`src/rtl/stt_pkg.sv`:
```
package stt_pkg;

   // table geometry
   localparam int SLOTS       = 16;
   localparam int MAX_RESULTS = 16;
   localparam int SLOT_W      = (SLOTS > 1) ? $clog2(SLOTS) : 1;
   localparam int CNT_W       = $clog2(SLOTS + 1);
   localparam int NUM_W       = $clog2(MAX_RESULTS + 1);

   // field widths
   localparam int REQ_W    = 2;
   localparam int ID_W     = 8;
   localparam int DELAY_W  = 16;
   localparam int STATUS_W = 3;

   // request codes
   localparam logic [REQ_W-1:0] REQ_START = 2'd0;
   localparam logic [REQ_W-1:0] REQ_STOP  = 2'd1;
   localparam logic [REQ_W-1:0] REQ_TICK  = 2'd2;
   localparam logic [REQ_W-1:0] REQ_CLEAR = 2'd3;

   // status codes
   localparam logic [STATUS_W-1:0] STAT_OK       = 3'd0;
   localparam logic [STATUS_W-1:0] STAT_INVALID  = 3'd1;
   localparam logic [STATUS_W-1:0] STAT_FULL     = 3'd2;
   localparam logic [STATUS_W-1:0] STAT_NOT_INIT = 3'd3;
   localparam logic [STATUS_W-1:0] STAT_NO_START = 3'd4;

   // result kinds
   localparam logic KIND_STATUS = 1'b0;
   localparam logic KIND_EXPIRY = 1'b1;

   // one timer entry as stored in the slot memory
   typedef struct packed {
      logic [ID_W-1:0]    id;
      logic [DELAY_W-1:0] reload;
      logic [DELAY_W-1:0] count;
      logic               periodic;
   } slot_entry_type;

   // slot memory access from the sequencer
   typedef struct packed {
      logic              wr_en;
      logic [SLOT_W-1:0] wr_addr;
      slot_entry_type    wr_data;
      logic              rd_en;
      logic [SLOT_W-1:0] rd_addr;
   } ram_req_type;

   // one result item
   typedef struct packed {
      logic                kind;
      logic [STATUS_W-1:0] status;
      logic [ID_W-1:0]     fired_id;
      logic                fired;
      logic                last;
   } rsp_type;

endpackage

```
`src/rtl/software_timer_table.sv`:
```
// A tick, or a start or stop that must search the table, walks all SLOTS entries of
// the slot memory, one read a cycle except while the result side stalls the walk.
// Other requests skip the walk and go straight to their closing result item.
// One item is in work at a time.
// A new request is accepted only after the closing item of the last one is given.
// Reset (synchronous, active high) empties the table, clears enable and started.
module software_timer_table (
   input  logic                         clock,
   input  logic                         reset,
   input  logic                         csr_wr_en,
   input  logic                         csr_wr_data,
   input  logic                         req_valid,
   output logic                         req_ready,
   input  logic [stt_pkg::REQ_W-1:0]    req_type,
   input  logic [stt_pkg::ID_W-1:0]     req_task_id,
   input  logic [stt_pkg::DELAY_W-1:0]  req_delay_ticks,
   input  logic                         req_periodic,
   output logic                         rsp_valid,
   input  logic                         rsp_ready,
   output logic                         rsp_kind,
   output logic [stt_pkg::STATUS_W-1:0] rsp_status,
   output logic [stt_pkg::ID_W-1:0]     rsp_fired_id,
   output logic                         rsp_fired,
   output logic                         rsp_last
);
   import stt_pkg::*;

   logic                              enable_ff;
   logic                              enable_in;
   ram_req_type                       ram_req;
   logic [$bits(slot_entry_type)-1:0] ram_rd_raw;
   slot_entry_type                    ram_rd_data;
   logic                              out_free;
   logic                              rsp_push;
   rsp_type                           rsp_data;

   // enable register
   assign enable_in = csr_wr_en ? csr_wr_data : enable_ff;

   always_ff @(posedge clock) begin
      if (reset) begin
         enable_ff <= 1'b0;
      end else begin
         enable_ff <= enable_in;
      end
   end

   stt_ram #(
      .WIDTH ($bits(slot_entry_type)),
      .DEPTH (SLOTS)
   ) u_slot_ram (
      .clock   (clock),
      .wr_en   (ram_req.wr_en),
      .wr_addr (ram_req.wr_addr),
      .wr_data (ram_req.wr_data),
      .rd_en   (ram_req.rd_en),
      .rd_addr (ram_req.rd_addr),
      .rd_data (ram_rd_raw)
   );

   assign ram_rd_data = ram_rd_raw;

   stt_seq u_seq (
      .clock           (clock),
      .reset           (reset),
      .enable          (enable_ff),
      .req_valid       (req_valid),
      .req_ready       (req_ready),
      .req_type        (req_type),
      .req_task_id     (req_task_id),
      .req_delay_ticks (req_delay_ticks),
      .req_periodic    (req_periodic),
      .ram_req         (ram_req),
      .ram_rd_data     (ram_rd_data),
      .out_free        (out_free),
      .rsp_push        (rsp_push),
      .rsp_data        (rsp_data)
   );

   stt_rsp u_rsp (
      .clock        (clock),
      .reset        (reset),
      .push         (rsp_push),
      .push_data    (rsp_data),
      .out_free     (out_free),
      .rsp_valid    (rsp_valid),
      .rsp_ready    (rsp_ready),
      .rsp_kind     (rsp_kind),
      .rsp_status   (rsp_status),
      .rsp_fired_id (rsp_fired_id),
      .rsp_fired    (rsp_fired),
      .rsp_last     (rsp_last)
   );

endmodule

```
`src/rtl/stt_ram.sv`:
```
module stt_ram #(
   parameter int WIDTH = 8,
   parameter int DEPTH = 16,
   parameter int ADDR_W = (DEPTH > 1) ? $clog2(DEPTH) : 1
) (
   input  logic              clock,
   input  logic              wr_en,
   input  logic [ADDR_W-1:0] wr_addr,
   input  logic [WIDTH-1:0]  wr_data,
   input  logic              rd_en,
   input  logic [ADDR_W-1:0] rd_addr,
   output logic [WIDTH-1:0]  rd_data
);

   logic [WIDTH-1:0] mem_ff [DEPTH];
   logic [WIDTH-1:0] rd_data_ff;

   // write port and registered read port
   always_ff @(posedge clock) begin
      if (wr_en) begin
         mem_ff[wr_addr] <= wr_data;
      end
      if (rd_en) begin
         rd_data_ff <= mem_ff[rd_addr];
      end
   end

   assign rd_data = rd_data_ff;

endmodule

```
`src/rtl/stt_rsp.sv`:
```
module stt_rsp (
   input  logic                          clock,
   input  logic                          reset,
   input  logic                          push,
   input  stt_pkg::rsp_type              push_data,
   output logic                          out_free,
   output logic                          rsp_valid,
   input  logic                          rsp_ready,
   output logic                          rsp_kind,
   output logic [stt_pkg::STATUS_W-1:0]  rsp_status,
   output logic [stt_pkg::ID_W-1:0]      rsp_fired_id,
   output logic                          rsp_fired,
   output logic                          rsp_last
);
   import stt_pkg::*;

   logic    valid_ff;
   logic    valid_in;
   rsp_type data_ff;

   // the register can take a new item when empty or draining this cycle
   assign out_free = !valid_ff || rsp_ready;

   always_comb begin
      valid_in = valid_ff;
      if (push) begin
         valid_in = 1'b1;
      end else if (rsp_ready) begin
         valid_in = 1'b0;
      end
   end

   // hold control under reset, payload without
   always_ff @(posedge clock) begin
      if (reset) begin
         valid_ff <= 1'b0;
      end else begin
         valid_ff <= valid_in;
      end
   end

   always_ff @(posedge clock) begin
      if (push) begin
         data_ff <= push_data;
      end
   end

   assign rsp_valid    = valid_ff;
   assign rsp_kind     = data_ff.kind;
   assign rsp_status   = data_ff.status;
   assign rsp_fired_id = data_ff.fired_id;
   assign rsp_fired    = data_ff.fired;
   assign rsp_last     = data_ff.last;

endmodule

```
`src/rtl/stt_seq.sv`:
```
module stt_seq (
   input  logic                         clock,
   input  logic                         reset,
   input  logic                         enable,
   input  logic                         req_valid,
   output logic                         req_ready,
   input  logic [stt_pkg::REQ_W-1:0]    req_type,
   input  logic [stt_pkg::ID_W-1:0]     req_task_id,
   input  logic [stt_pkg::DELAY_W-1:0]  req_delay_ticks,
   input  logic                         req_periodic,
   output stt_pkg::ram_req_type         ram_req,
   input  stt_pkg::slot_entry_type      ram_rd_data,
   input  logic                         out_free,
   output logic                         rsp_push,
   output stt_pkg::rsp_type             rsp_data
);
   import stt_pkg::*;

   typedef enum logic [1:0] {
      ST_IDLE,
      ST_SCAN,
      ST_FINISH
   } state_type;

   state_type          state_ff, state_in;
   logic [CNT_W-1:0]   idx_ff, idx_in;
   logic               proc_valid_ff, proc_valid_in;
   logic [SLOT_W-1:0]  proc_idx_ff, proc_idx_in;
   logic [SLOTS-1:0]   valid_ff, valid_in;
   logic               started_ff, started_in;
   logic [REQ_W-1:0]   req_type_ff, req_type_in;
   logic [ID_W-1:0]    req_id_ff, req_id_in;
   logic [DELAY_W-1:0] req_delay_ff, req_delay_in;
   logic               req_per_ff, req_per_in;
   logic               dup_ff, dup_in;
   logic               free_found_ff, free_found_in;
   logic [SLOT_W-1:0]  free_idx_ff, free_idx_in;
   logic               match_found_ff, match_found_in;
   logic [SLOT_W-1:0]  match_idx_ff, match_idx_in;
   logic               pend_valid_ff, pend_valid_in;
   logic [ID_W-1:0]    pend_id_ff, pend_id_in;
   logic [NUM_W-1:0]   n_ff, n_in;

   logic proc_live;
   logic expire;
   logic report;
   logic step;
   logic go_scan;
   logic issue;

   assign req_ready = (state_ff == ST_IDLE);

   // decode the entry that the memory returned for the slot under work
   assign proc_live = proc_valid_ff && valid_ff[proc_idx_ff];
   assign expire    = (req_type_ff == REQ_TICK) && proc_live
                      && (ram_rd_data.count == DELAY_W'(1));
   assign report    = expire && (n_ff < NUM_W'(MAX_RESULTS));
   // stall the walk while an earlier expiry cannot leave
   assign step      = (state_ff == ST_SCAN) && (!(report && pend_valid_ff) || out_free);
   assign issue     = idx_ff < CNT_W'(SLOTS);
   assign go_scan   = (req_type == REQ_TICK)
                      || (enable && (((req_type == REQ_START) && (req_delay_ticks != '0))
                                     || ((req_type == REQ_STOP) && started_ff)));

   always_comb begin
      state_in       = state_ff;
      idx_in         = idx_ff;
      proc_valid_in  = proc_valid_ff;
      proc_idx_in    = proc_idx_ff;
      valid_in       = valid_ff;
      started_in     = started_ff;
      req_type_in    = req_type_ff;
      req_id_in      = req_id_ff;
      req_delay_in   = req_delay_ff;
      req_per_in     = req_per_ff;
      dup_in         = dup_ff;
      free_found_in  = free_found_ff;
      free_idx_in    = free_idx_ff;
      match_found_in = match_found_ff;
      match_idx_in   = match_idx_ff;
      pend_valid_in  = pend_valid_ff;
      pend_id_in     = pend_id_ff;
      n_in           = n_ff;
      ram_req        = '0;
      rsp_push       = 1'b0;
      rsp_data       = '0;

      unique case (state_ff)
         ST_IDLE: begin
            // latch the item and reset the walk
            if (req_valid) begin
               req_type_in    = req_type;
               req_id_in      = req_task_id;
               req_delay_in   = req_delay_ticks;
               req_per_in     = req_periodic;
               idx_in         = '0;
               proc_valid_in  = 1'b0;
               dup_in         = 1'b0;
               free_found_in  = 1'b0;
               match_found_in = 1'b0;
               pend_valid_in  = 1'b0;
               n_in           = '0;
               state_in       = go_scan ? ST_SCAN : ST_FINISH;
            end
         end

         ST_SCAN: begin
            if (step) begin
               // issue the read of the next slot
               ram_req.rd_en   = issue;
               ram_req.rd_addr = idx_ff[SLOT_W-1:0];
               proc_valid_in   = issue;
               proc_idx_in     = idx_ff[SLOT_W-1:0];
               if (issue) begin
                  idx_in = idx_ff + CNT_W'(1);
               end else begin
                  state_in = ST_FINISH;
               end

               // work on the slot whose data is back
               if (proc_valid_ff) begin
                  case (req_type_ff)
                     REQ_TICK: begin
                        if (proc_live) begin
                           ram_req.wr_en   = 1'b1;
                           ram_req.wr_addr = proc_idx_ff;
                           ram_req.wr_data = ram_rd_data;
                           ram_req.wr_data.count = ram_rd_data.count - DELAY_W'(1);
                           if (expire) begin
                              if (ram_rd_data.periodic) begin
                                 ram_req.wr_data.count = ram_rd_data.reload;
                              end else begin
                                 valid_in[proc_idx_ff] = 1'b0;
                              end
                           end
                           if (report) begin
                              // release the held expiry, hold this one
                              if (pend_valid_ff) begin
                                 rsp_push          = 1'b1;
                                 rsp_data.kind     = KIND_EXPIRY;
                                 rsp_data.status   = STAT_OK;
                                 rsp_data.fired_id = pend_id_ff;
                                 rsp_data.fired    = 1'b1;
                                 rsp_data.last     = 1'b0;
                              end
                              pend_valid_in = 1'b1;
                              pend_id_in    = ram_rd_data.id;
                              n_in          = n_ff + NUM_W'(1);
                           end
                        end
                     end
                     REQ_START: begin
                        if (proc_live && (ram_rd_data.id == req_id_ff)) begin
                           dup_in = 1'b1;
                        end
                        if (!valid_ff[proc_idx_ff] && !free_found_ff) begin
                           free_found_in = 1'b1;
                           free_idx_in   = proc_idx_ff;
                        end
                     end
                     REQ_STOP: begin
                        if (proc_live && (ram_rd_data.id == req_id_ff) && !match_found_ff) begin
                           match_found_in = 1'b1;
                           match_idx_in   = proc_idx_ff;
                        end
                     end
                     default: begin
                     end
                  endcase
               end
            end
         end

         ST_FINISH: begin
            // give the closing item and commit the request
            if (out_free) begin
               rsp_push          = 1'b1;
               state_in          = ST_IDLE;
               rsp_data.kind     = KIND_STATUS;
               rsp_data.status   = STAT_OK;
               rsp_data.fired_id = '0;
               rsp_data.fired    = 1'b0;
               rsp_data.last     = 1'b1;
               case (req_type_ff)
                  REQ_TICK: begin
                     if (pend_valid_ff) begin
                        rsp_data.kind     = KIND_EXPIRY;
                        rsp_data.fired_id = pend_id_ff;
                        rsp_data.fired    = 1'b1;
                     end
                  end
                  REQ_START: begin
                     if (!enable) begin
                        rsp_data.status = STAT_NOT_INIT;
                     end else if ((req_delay_ff == '0) || dup_ff) begin
                        rsp_data.status = STAT_INVALID;
                     end else if (!free_found_ff) begin
                        rsp_data.status = STAT_FULL;
                     end else begin
                        ram_req.wr_en            = 1'b1;
                        ram_req.wr_addr          = free_idx_ff;
                        ram_req.wr_data.id       = req_id_ff;
                        ram_req.wr_data.reload   = req_delay_ff;
                        ram_req.wr_data.count    = req_delay_ff;
                        ram_req.wr_data.periodic = req_per_ff;
                        valid_in[free_idx_ff]    = 1'b1;
                        started_in               = 1'b1;
                     end
                  end
                  REQ_STOP: begin
                     if (!enable) begin
                        rsp_data.status = STAT_NOT_INIT;
                     end else if (!started_ff) begin
                        rsp_data.status = STAT_NO_START;
                     end else if (!match_found_ff) begin
                        rsp_data.status = STAT_INVALID;
                     end else begin
                        valid_in[match_idx_ff] = 1'b0;
                     end
                  end
                  default: begin
                     if (!enable) begin
                        rsp_data.status = STAT_NOT_INIT;
                     end else begin
                        valid_in = '0;
                     end
                  end
               endcase
            end
         end

         default: begin
            state_in = ST_IDLE;
         end
      endcase
   end

   // state and registered control
   always_ff @(posedge clock) begin
      if (reset) begin
         state_ff       <= ST_IDLE;
         idx_ff         <= '0;
         proc_valid_ff  <= 1'b0;
         valid_ff       <= '0;
         started_ff     <= 1'b0;
         dup_ff         <= 1'b0;
         free_found_ff  <= 1'b0;
         match_found_ff <= 1'b0;
         pend_valid_ff  <= 1'b0;
         n_ff           <= '0;
      end else begin
         state_ff       <= state_in;
         idx_ff         <= idx_in;
         proc_valid_ff  <= proc_valid_in;
         valid_ff       <= valid_in;
         started_ff     <= started_in;
         dup_ff         <= dup_in;
         free_found_ff  <= free_found_in;
         match_found_ff <= match_found_in;
         pend_valid_ff  <= pend_valid_in;
         n_ff           <= n_in;
      end
   end

   // payload registers
   always_ff @(posedge clock) begin
      proc_idx_ff  <= proc_idx_in;
      req_type_ff  <= req_type_in;
      req_id_ff    <= req_id_in;
      req_delay_ff <= req_delay_in;
      req_per_ff   <= req_per_in;
      free_idx_ff  <= free_idx_in;
      match_idx_ff <= match_idx_in;
      pend_id_ff   <= pend_id_in;
   end

endmodule
```
`config.mk`:
```
export PLATFORM = sky130hd
export DESIGN_NAME = software_timer_table
export DESIGN_NICKNAME = d
export VERILOG_FILES = /design/src/rtl/stt_pkg.sv /design/src/rtl/software_timer_table.sv /design/src/rtl/stt_ram.sv /design/src/rtl/stt_rsp.sv /design/src/rtl/stt_seq.sv
export SDC_FILE = /design/constraint.sdc
export NUM_CORES = 1
export LEC_CHECK = 0
export BUFFER_PORTS_ARGS = -buffer_cell sky130_fd_sc_hd__buf_4
export CAP_MARGIN = 20
export CELL_PAD_IN_SITES_DETAIL_PLACEMENT = 1
export CELL_PAD_IN_SITES_GLOBAL_PLACEMENT = 1
export CORE_MARGIN = 4
export CORE_UTILIZATION = 45
export DETAILED_ROUTE_END_ITERATION = 16
export GPL_ROUTABILITY_DRIVEN = 0
export PLACE_DENSITY_LB_ADDON = 0.1
export SKIP_CTS_REPAIR_TIMING = 1
export SLEW_MARGIN = 5
export SYNTH_ARGS = -nofsm -noshare
export SYNTH_HDL_FRONTEND = slang
export SYNTH_HIERARCHICAL = 1
export SYNTH_SLANG_ARGS = --single-unit
```
`constraint.sdc`:
```
create_clock -name clock -period 11 [get_ports clock]
set_input_delay 2.2 -clock clock [delete_from_list [all_inputs] [get_ports clock]]
set_output_delay 2.2 -clock clock [all_outputs]
set_load 0.05 [all_outputs]
```
Word level (Yosys, flattened, before mapping)
Memories as Yosys holds them, arrays and structs flattened. A register that Yosys moved wholly into a read port is not among the register bits.
Index checks and enable logic that the tools add are counted.
{"block": "op_classes", "addsub": 3, "n_lt_le_gt_ge": 8, "n_eq_ne": 30, "mux": 108, "bitwise_logic": 6, "n_reduce_logical": 47}
{"cell": "46-bit two-way mux", "count": 8}
{"cell": "16-bit two-way mux", "count": 16}
{"cell": "14-bit two-way mux", "count": 7}
{"cell": "46-bit one-hot mux with 2 select lines", "count": 1}
{"cell": "51-bit two-way mux", "count": 1}
{"cell": "16-bit one-hot mux with 3 select lines", "count": 1}
{"cell": "5-bit two-way mux", "count": 9}
{"cell": "1-bit two-way mux", "count": 36}
{"cell": "16-bit AND", "count": 2}
{"cell": "16-bit NOT", "count": 2}
{"cell": "16-bit one-hot mux with 2 select lines", "count": 1}
{"cell": "6-bit AND reduction", "count": 5}
{"cell": "14-bit one-hot mux with 2 select lines", "count": 1}
{"cell": "2-bit inequality test (second input constant)", "count": 10}
{"cell": "5-bit one-hot mux with 2 select lines", "count": 2}
{"cell": "9-bit two-way mux", "count": 2}
{"cell": "16-bit by 1-bit == test with 1-bit output (second input constant)", "count": 1}
{"cell": "16-bit zero test", "count": 1}
{"cell": "2-bit by 1-bit inequality test with 1-bit output (second input constant)", "count": 8}
{"cell": "16-bit OR", "count": 1}
{"cell": "16-bit nonzero test", "count": 1}
{"cell": "16-bit by 1-bit subtractor with 16-bit output (second input constant)", "count": 1}
{"cell": "1-bit logical AND", "count": 15}
{"cell": "4-bit by 5-bit less-than comparator with 1-bit output (second input constant)", "count": 3}
{"cell": "other kinds (26)", "count": 67}
{"block": "word_totals", "reg_bits": 97, "ram_bits": 656, "inputBits": 33, "n_memories": 1}
{"name": "u_slot_ram.mem_ff", "words": 16, "width": 41, "rd": 1, "rd_ports_with_merged_regs": 1, "write_ports": 1, "line": "stt_ram.sv:15", "text": "logic [WIDTH-1:0] mem_ff [DEPTH];"}

Depth between registers and ports, before layout
Gate-level depths: netlist of the first run.
{"block": "depth", "ltp_word": 14, "mapped_depth": 14, "depth_no_buf": 10}

Modules after synthesis
Netlist of the first run, hierarchy kept.
{"module": "stt_ram", "n_inst": 1, "cells_per_inst": 1066, "area_per_inst_um2": 25779.7, "seq_area_each_um2": 20930.1}
{"module": "stt_seq", "n_inst": 1, "cells_per_inst": 577, "area_per_inst_um2": 5124.9, "seq_area_each_um2": 2092.0}
{"module": "stt_rsp", "n_inst": 1, "cells_per_inst": 18, "area_per_inst_um2": 466.7, "seq_area_each_um2": 440.4}
{"module": "software_timer_table", "n_inst": 1, "cells_per_inst": 3, "area_per_inst_um2": 33.8, "seq_area_each_um2": 20.0}

Worst setup path before layout of the first run
Ideal clock, no wire load.
{"block": "synth_timing", "kind": "input to register", "startpoint": "input port rsp_ready", "endpoint": "memory u_slot_ram/mem_ff[0][0] (netlist name), enable pin", "setup_ns": 0.490, "t_arrival_ns": 6.838, "slack_ns": 3.672, "cell_stages": 9, "path_buffers": 2, "cell_sequence": "nand2b_4 -> nor3b_1 -> nand2b_1 -> and3_1 -> buf_2 -> buf_6 -> a22o_1 -> or3b_2 -> nor3_1"}
{"item": "start: declaration", "line": "software_timer_table.sv:19", "text": "input logic rsp_ready,"}
{"item": "end: declaration", "line": "stt_ram.sv:15"}

==> flow_summary.ini, run 1 <==
[yosys]
synthAdderAreaFrac = 0.00279
syn_avg_cell_area_um2 = 18.9
synthTopCellsByArea = edfxtp_1, mux4_2, dfxtp_1, a22oi_1, nand2_1
synth.top_cell.area_share = 0.725
syn-num-nets = 1704
ys_seq_area_frac = 0.748
synth_most_common_cell = edfxtp_1
yosys.area_share.simple = 0.0512
yosysTopAreaCell = edfxtp_1
synthXorXnorAreaFrac = 0.00614
yosysWarnings = 6
synth_ff_type = edfxtp_1
synth_area_um2 = 31400
synthArstFlopShare = 0
ys_seq_elements = 794
synth_compound_area_frac = 0.0509
synth_top_family_by_area = multiplexers
synth_common_cells = edfxtp_1, mux4_2, nand2_1
synth_cells = 1664
synth-edff-count = 758
ys_types = 77
yosys-mux-area-fraction = 0.126

[floorplanning]
coreArea_um2 = 68800
io_pins = 49
dieArea_um2 = 74100
rows = 96
die_w_um = 272
start_util = 0.456
fp.dieH_um = 272

[clocking]
clk_latency_ns = 0.65
h-tree-depth = 3
cts_tree = done
clock_path_buffers = 3
ctsRootBufferMaster = clkbuf_16
cts.clk_slew.worst_paths_ns = 0.06
cts_sinks = 794
cts_buffers = 86

[place]
io_buffer_count = 48
pre_cts_slack_ns = 4.65
dpl.hpwl_um = 44200

[setup_path]
reg2reg_to = u_slot_ram/mem_ff[15][12]$_DFFE_PP_
crit_fanout = 23
ff2ff_path_depth = 9
start_kind = input pin
critical_path_class = input pin to flop
regToRegStartpoint = u_seq/proc_idx_ff[1]$_DFFE_PP_
worstPathArrival_ns = 5.99
critPathMaxStageDelay_ns = 0.64
cp.required_ns = 11.27
rrSetupSlack_ns = 5.65
cp-end-kind = flop
crit_slowest_cell = nor2_4
crit_chain = buf_4, nand2b_4, nor3b_1, nand2b_1, and3_1, buf_4, a22o_1, or3b_2, nor2_4, buf_4
crit_top_cell = buf_4

[drt]
drtIter0Drc = 1534
wl_per_cell_um = 28.6
drt_pass1_iterations = 5
wl_met2_um = 38800
wl_um = 79400
highest_layer = met4
via_per_inst = 5.98
num_vias = 16580
ant_nets = 0
wl_met1_um = 34900
routed-wl-met3_um = 4220
drc = 0

[cells_and_area]
area_delta_synth_final_pct = 14.3
layout-drive-gt1-share = 0.234
n_antenna_cell = 0
nNetsFinal = 1812

[pwr]
leakage_nw = 11.2
vdd_drop_max_mv = 0.125
power_density_nw_per_um2 = 174

[hold_path]
hp-start = u_seq/idx_ff[4]$_SDFFE_PP0P_
min-delay-path-class = flop to flop
hold_depth = 1
min_to = u_seq/idx_ff[4]$_SDFFE_PP0P_

[timing]
slew_violations = 0
fin_crit_ns = 5.72
max_freq_ghz = 0.175
rsz0062_at_grt = no
tightest_slew_ns = 1.07
fin_ws_ns = 5.28
fin_skew_ns = 0.0479
setup_tns_ns = 0
finalCritPeriodShare = 0.520
setup_viol = 0
hold_viol_final = 0
max_slew_margin = 0.283

[global_route]
grt_pass1_wl_um = 118000
antenna_found_initial = 1
overflow = 0
grt_use_total = 0.216
grt_start_max_net_pins = 93
grt_pass1_vias = 17538

[run]
cap_viol_max_count = 0

[outcome]
outcome = completed
-- critical path: cells and delay by family --
family                 cells  cell delay [ns]
buffers and inverters      3             0.94
AO/OA/AOI/OAI              1             0.28
AND/OR/NAND/NOR            6             2.53
-- metrics by stage --
| stage | utilization | power [mW] | cell area (um2) | std cells | hold WS [ns] |
|---|---|---|---|---|---|
| global placement | 0.481 | 3.55 | 33100 | 2610 | 0.444 |
| finish | 0.521 | 6.26 | 35900 | 2774 | 0.458 |
| global route | 0.521 | 6.48 | 35900 | 2774 | 0.497 |
| floorplan | - | 3.48 | 31400 | 1664 | 0.433 |
| detailed placement | 0.481 | 3.55 | 33100 | 2612 | 0.445 |
| CTS | 0.521 | 6.33 | 35800 | 2771 | 0.459 |
-- layout by cell type (no fill, tap or decap), drive strengths merged, types with 8 or more instances in the layout --
master	instances
inv	25
mux4	164
nor2	48
a22o	14
a21oi	33
a31oi	10
buf	100
clkbuf	105
xor2	12
nor4	16
nor2b	14
mux2i	25
nand4	8
nand2b	12
and2	18
clkinv	44
nor3	15
nand2	127
edfxtp	758
dfxtp	36
nand3	23
a22oi	86
xnor2	10
o21ai	45
-- worst max-delay path by stage --
stage / slack (ns) / cells after the start / end / start
global route: 4.99 / 10 / u_slot_ram/mem_ff[1][21]$_DFFE_PP_ / rsp_ready
floorplan: 3.67 / 9 / u_slot_ram/mem_ff[0][0]$_DFFE_PP_ / rsp_ready
CTS: 5.30 / 10 / u_slot_ram/mem_ff[13][22]$_DFFE_PP_ / rsp_ready
global placement: 4.71 / 10 / u_slot_ram/mem_ff[3][36]$_DFFE_PP_ / rsp_ready
finish: 5.28 / 10 / u_slot_ram/mem_ff[3][36]$_DFFE_PP_ / rsp_ready
detailed placement: 4.65 / 10 / u_slot_ram/mem_ff[13][29]$_DFFE_PP_ / rsp_ready
-- registers in the layout, indices dropped and copies added (netlist names), 5 cells and up --
signal,flops
u_rsp/rsp_fired_id,8
u_seq/n_ff,5
u_seq/pend_id_ff,8
u_seq/idx_ff,5
u_slot_ram/mem_ff,656
u_slot_ram/rd_data,41
u_seq/req_delay_ff,16
u_seq/req_id_ff,8
u_seq/valid_ff,16
-- cell families after synthesis --
logic type	after synthesis
compound gates	230
xor+xnor	22
fa+ha+maj	7
buf+inv	104
flops	794
mux	190
simple gates	317
-- final cells by class --
class	instances	area (um2)
inverter	23	86.3
fill	6176	32900
clock buffer	104	2220
clock inverter	55	510
tap	931	1160
sequential	794	23500
timing repair buffer	101	808
multi-input combinational	766	7610
-- power breakdown --
part	internal, mW	switching (mW)	leakage, nW
combinational	0.0524	0.121	2.86
clock	1.59	1.17	1.32
sequential	3.30	0.0258	7.02
total	4.94	1.32	11.2
-- metal layers --
| layer | global-route usage | vias to the layer above |
|---|---|---|
| met5 | 0 | - |
| met4 | 0.0482 | 0 |
| met3 | 0.0310 | 108 |
| met2 | 0.353 | 489 |
| met1 | 0.313 | 8933 |
| li1 | - | 7050 |
(Power assumes the default switching activity.)
==> inputs of run 2 (changes only) <==
--- a/config.mk
+++ b/config.mk
@@ -5,6 +5,7 @@
 export SDC_FILE = /design/constraint.sdc
 export NUM_CORES = 1
 export LEC_CHECK = 0
+export ABC_AREA = 1
 export BUFFER_PORTS_ARGS = -buffer_cell sky130_fd_sc_hd__buf_4
 export CAP_MARGIN = 20
 export CELL_PAD_IN_SITES_DETAIL_PLACEMENT = 1
==> constraint.sdc (replaced) <==
create_clock -name clock -period 4.7 [get_ports clock]
set_input_delay 0.94 -clock clock [delete_from_list [all_inputs] [get_ports clock]]
set_output_delay 0.94 -clock clock [all_outputs]
set_load 0.05 [all_outputs]
==> flow_summary.ini, run 2 <==
[yosys]
ys_seq_elements = 794
synth_area_um2 = 35600
synthArstFlopShare = 0
synth.top_cell.area_share = 0.639
ys_seq_area_frac = 0.660
synth_cells = 3533
syn-num-nets = 3573
synth_most_common_cell = nand2_1
synthTopCellsByArea = edfxtp_1, nand2_1, nand3_1, inv_1, dfxtp_1
ys_types = 46
syn_avg_cell_area_um2 = 10.1
synth_ff_type = edfxtp_1
yosysTopAreaCell = edfxtp_1
synth-edff-count = 758
yosysWarnings = 6
synth_common_cells = nand2_1, edfxtp_1, nand3_1

[place]
placed_cells = 4536
io_buffer_count = 48
dpl.hpwl_um = 65400
pre_cts_slack_ns = 0.424
placed_area_um2 = 37200

[timing]
hold_slack_ns = 0.469
rsz0062_at_grt = no
setup_viol = 0
finalCritPeriodShare = 0.921
max_slew_margin = 0.264
fin_crit_ns = 4.33
tightest_slew_ns = 1.10
setup_tns_ns = 0
slew_violations = 0
fin_skew_ns = 0.0197
fin_ws_ns = 0.370
max_freq_ghz = 0.231
hold_viol_final = 0

[setup_path]
ff2ff_path_depth = 20
cp.required_ns = 5.04
worstPathArrival_ns = 4.67
rrSetupSlack_ns = 0.37
critical_path_class = flop to flop
start_kind = flop
crit_fanout = 23
reg2reg_to = u_slot_ram/mem_ff[7][22]$_DFFE_PP_
regToRegStartpoint = u_seq/proc_idx_ff[0]$_DFFE_PP_
cp-end-kind = flop

[cells_and_area]
n_antenna_cell = 0
nFillCells = 8528
layout_commonest_cell = nand2_1
layout-drive-gt1-share = 0.0862
multi_input_area_um2 = 8990
stdcell_count = 4693
final_cell_mix = nand2_1, edfxtp_1, nand3_1
nNetsFinal = 3625
regArea_um2 = 23500
top_register = u_slot_ram/mem_ff
postLayoutCellArea_um2 = 39900
largest_reg_flops = 656
area_delta_synth_final_pct = 12.2
post-route-util = 0.512

[global_route]
grt_start_max_net_pins = 165
grt_pass1_vias = 26563
grt_use_total = 0.258
grt_pass1_wl_um = 162000
overflow = 0
antenna_found_initial = 0

[floorplanning]
rows = 102
coreArea_um2 = 78000
start_util = 0.456
die_w_um = 289
io_pins = 49
fp.dieH_um = 289
dieArea_um2 = 83700

[outcome]
outcome = completed

[clocking]
clk_latency_ns = 0.65
ctsRootBufferMaster = clkbuf_16
cts_buffers = 87
cts_sinks = 794
cts_tree = done
cts.clk_slew.worst_paths_ns = 0.06
h-tree-depth = 3
clock_path_buffers = 3

[pwr]
power.share.sequential = 0.527
p_switching_mw = 3.19
swShare = 0.217
clkPwrFrac = 0.443
comb_power_share = 0.031
vdd_drop_max_mv = 0.428
total_power_mw = 14.7
leakage_nw = 16.4
intPower_mw = 11.5
power_density_nw_per_um2 = 368

[drt]
wl_um = 108000
drc = 0
wl_per_cell_um = 23.0
drt_pass1_iterations = 5
ant_nets = 0
drtIter0Drc = 2225
via_per_inst = 5.45
num_vias = 25570

[hold_path]
min-delay-path-class = flop to flop
hold_depth = 2
hp-start = u_seq/valid_ff[12]$_SDFFE_PP0P_
min_to = u_seq/valid_ff[12]$_SDFFE_PP0P_

[run]
cap_viol_max_count = 0
## run 2: kinds of logic (layout without fill, tap and decap cells)
logic type / after synthesis / count (layout) / share of synthesized area
buffers and inverters: 757 / 877 / 0.0925
AO/OA/AOI/OAI: 153 / 153 / 0.0236
adder cells (fa/ha/maj): 7 / 7 / 0.00246
flip-flops: 794 / 794 / 0.660
XOR/XNOR: 16 / 16 / 0.00394
AND/OR/NAND/NOR: 1806 / 1806 / 0.218
## run 2: area by class of cell
class	instances	area share
flip-flops and latches	794	0.588
multi-input cells	1982	0.225
clock buffers	110	0.0578
inverters	587	0.0556
well taps	1040	0.0326
repair buffers	133	0.0313
clock inverters	47	0.00943
## run 2: critical path, stage by stage, from the launching register on
cell and delay, ns:
edfxtp_1 0.62, inv_2 0.21, nand2_1 0.11, nand2_1 0.07, nand2_1 0.10, nand2_1 0.06
nand2_1 0.06, nand2_1 0.06, inv_2 0.07, nand2_4 0.06, nand4_2 0.11, nor2_4 0.07
nand3_2 0.10, nand2_4 0.14, nor2_4 0.16, buf_4 0.36, inv_1 0.11, a21oi_1 0.30
nand3b_1 0.38, nor2_4 0.59, buf_12 0.26
## run 2: power groups by stage
stage / clock (mW) / sequential, mW / combinational (mW)
floorplan: 0 / 7.89 / 0.276
global placement: 0 / 7.89 / 0.429
detailed placement: 0 / 7.89 / 0.441
CTS: 6.63 / 7.74 / 0.443
global route: 6.96 / 7.74 / 0.484
finish: 6.51 / 7.74 / 0.448
## run 2: how the worst max path moves through the flow
| stage | startpoint | to | slack, ns | cells after the start |
|---|---|---|---|---|
| 4_1_cts | u_seq/proc_idx_ff[0]$_DFFE_PP_ | u_slot_ram/mem_ff[2][27]$_DFFE_PP_ | 0.38 | 19 |
| 5_1_grt | u_seq/proc_idx_ff[0]$_DFFE_PP_ | u_slot_ram/mem_ff[2][27]$_DFFE_PP_ | 0.15 | 19 |
| 3_5_place_dp | u_seq/proc_idx_ff[0]$_DFFE_PP_ | u_slot_ram/mem_ff[2][7]$_DFFE_PP_ | 0.42 | 19 |
| 3_3_place_gp | u_seq/proc_idx_ff[0]$_DFFE_PP_ | u_slot_ram/mem_ff[2][21]$_DFFE_PP_ | 0.59 | 19 |
| 2_1_floorplan | rsp_ready | u_slot_ram/mem_ff[12][0]$_DFFE_PP_ | 0.30 | 11 |
| 6_report | u_seq/proc_idx_ff[0]$_DFFE_PP_ | u_slot_ram/mem_ff[7][22]$_DFFE_PP_ | 0.37 | 20 |
## run 2: routing by layer
metal  vias to the layer above  part of all wire  GRT usage  wire (um)
met5                         -                 0          0          0
met4                         0             0.030     0.0776       3230
met3                       201             0.058     0.0371       6270
met2                       805              0.48      0.432      51800
met1                     12884              0.43      0.352      46500
li1                      11680                 -          -          -
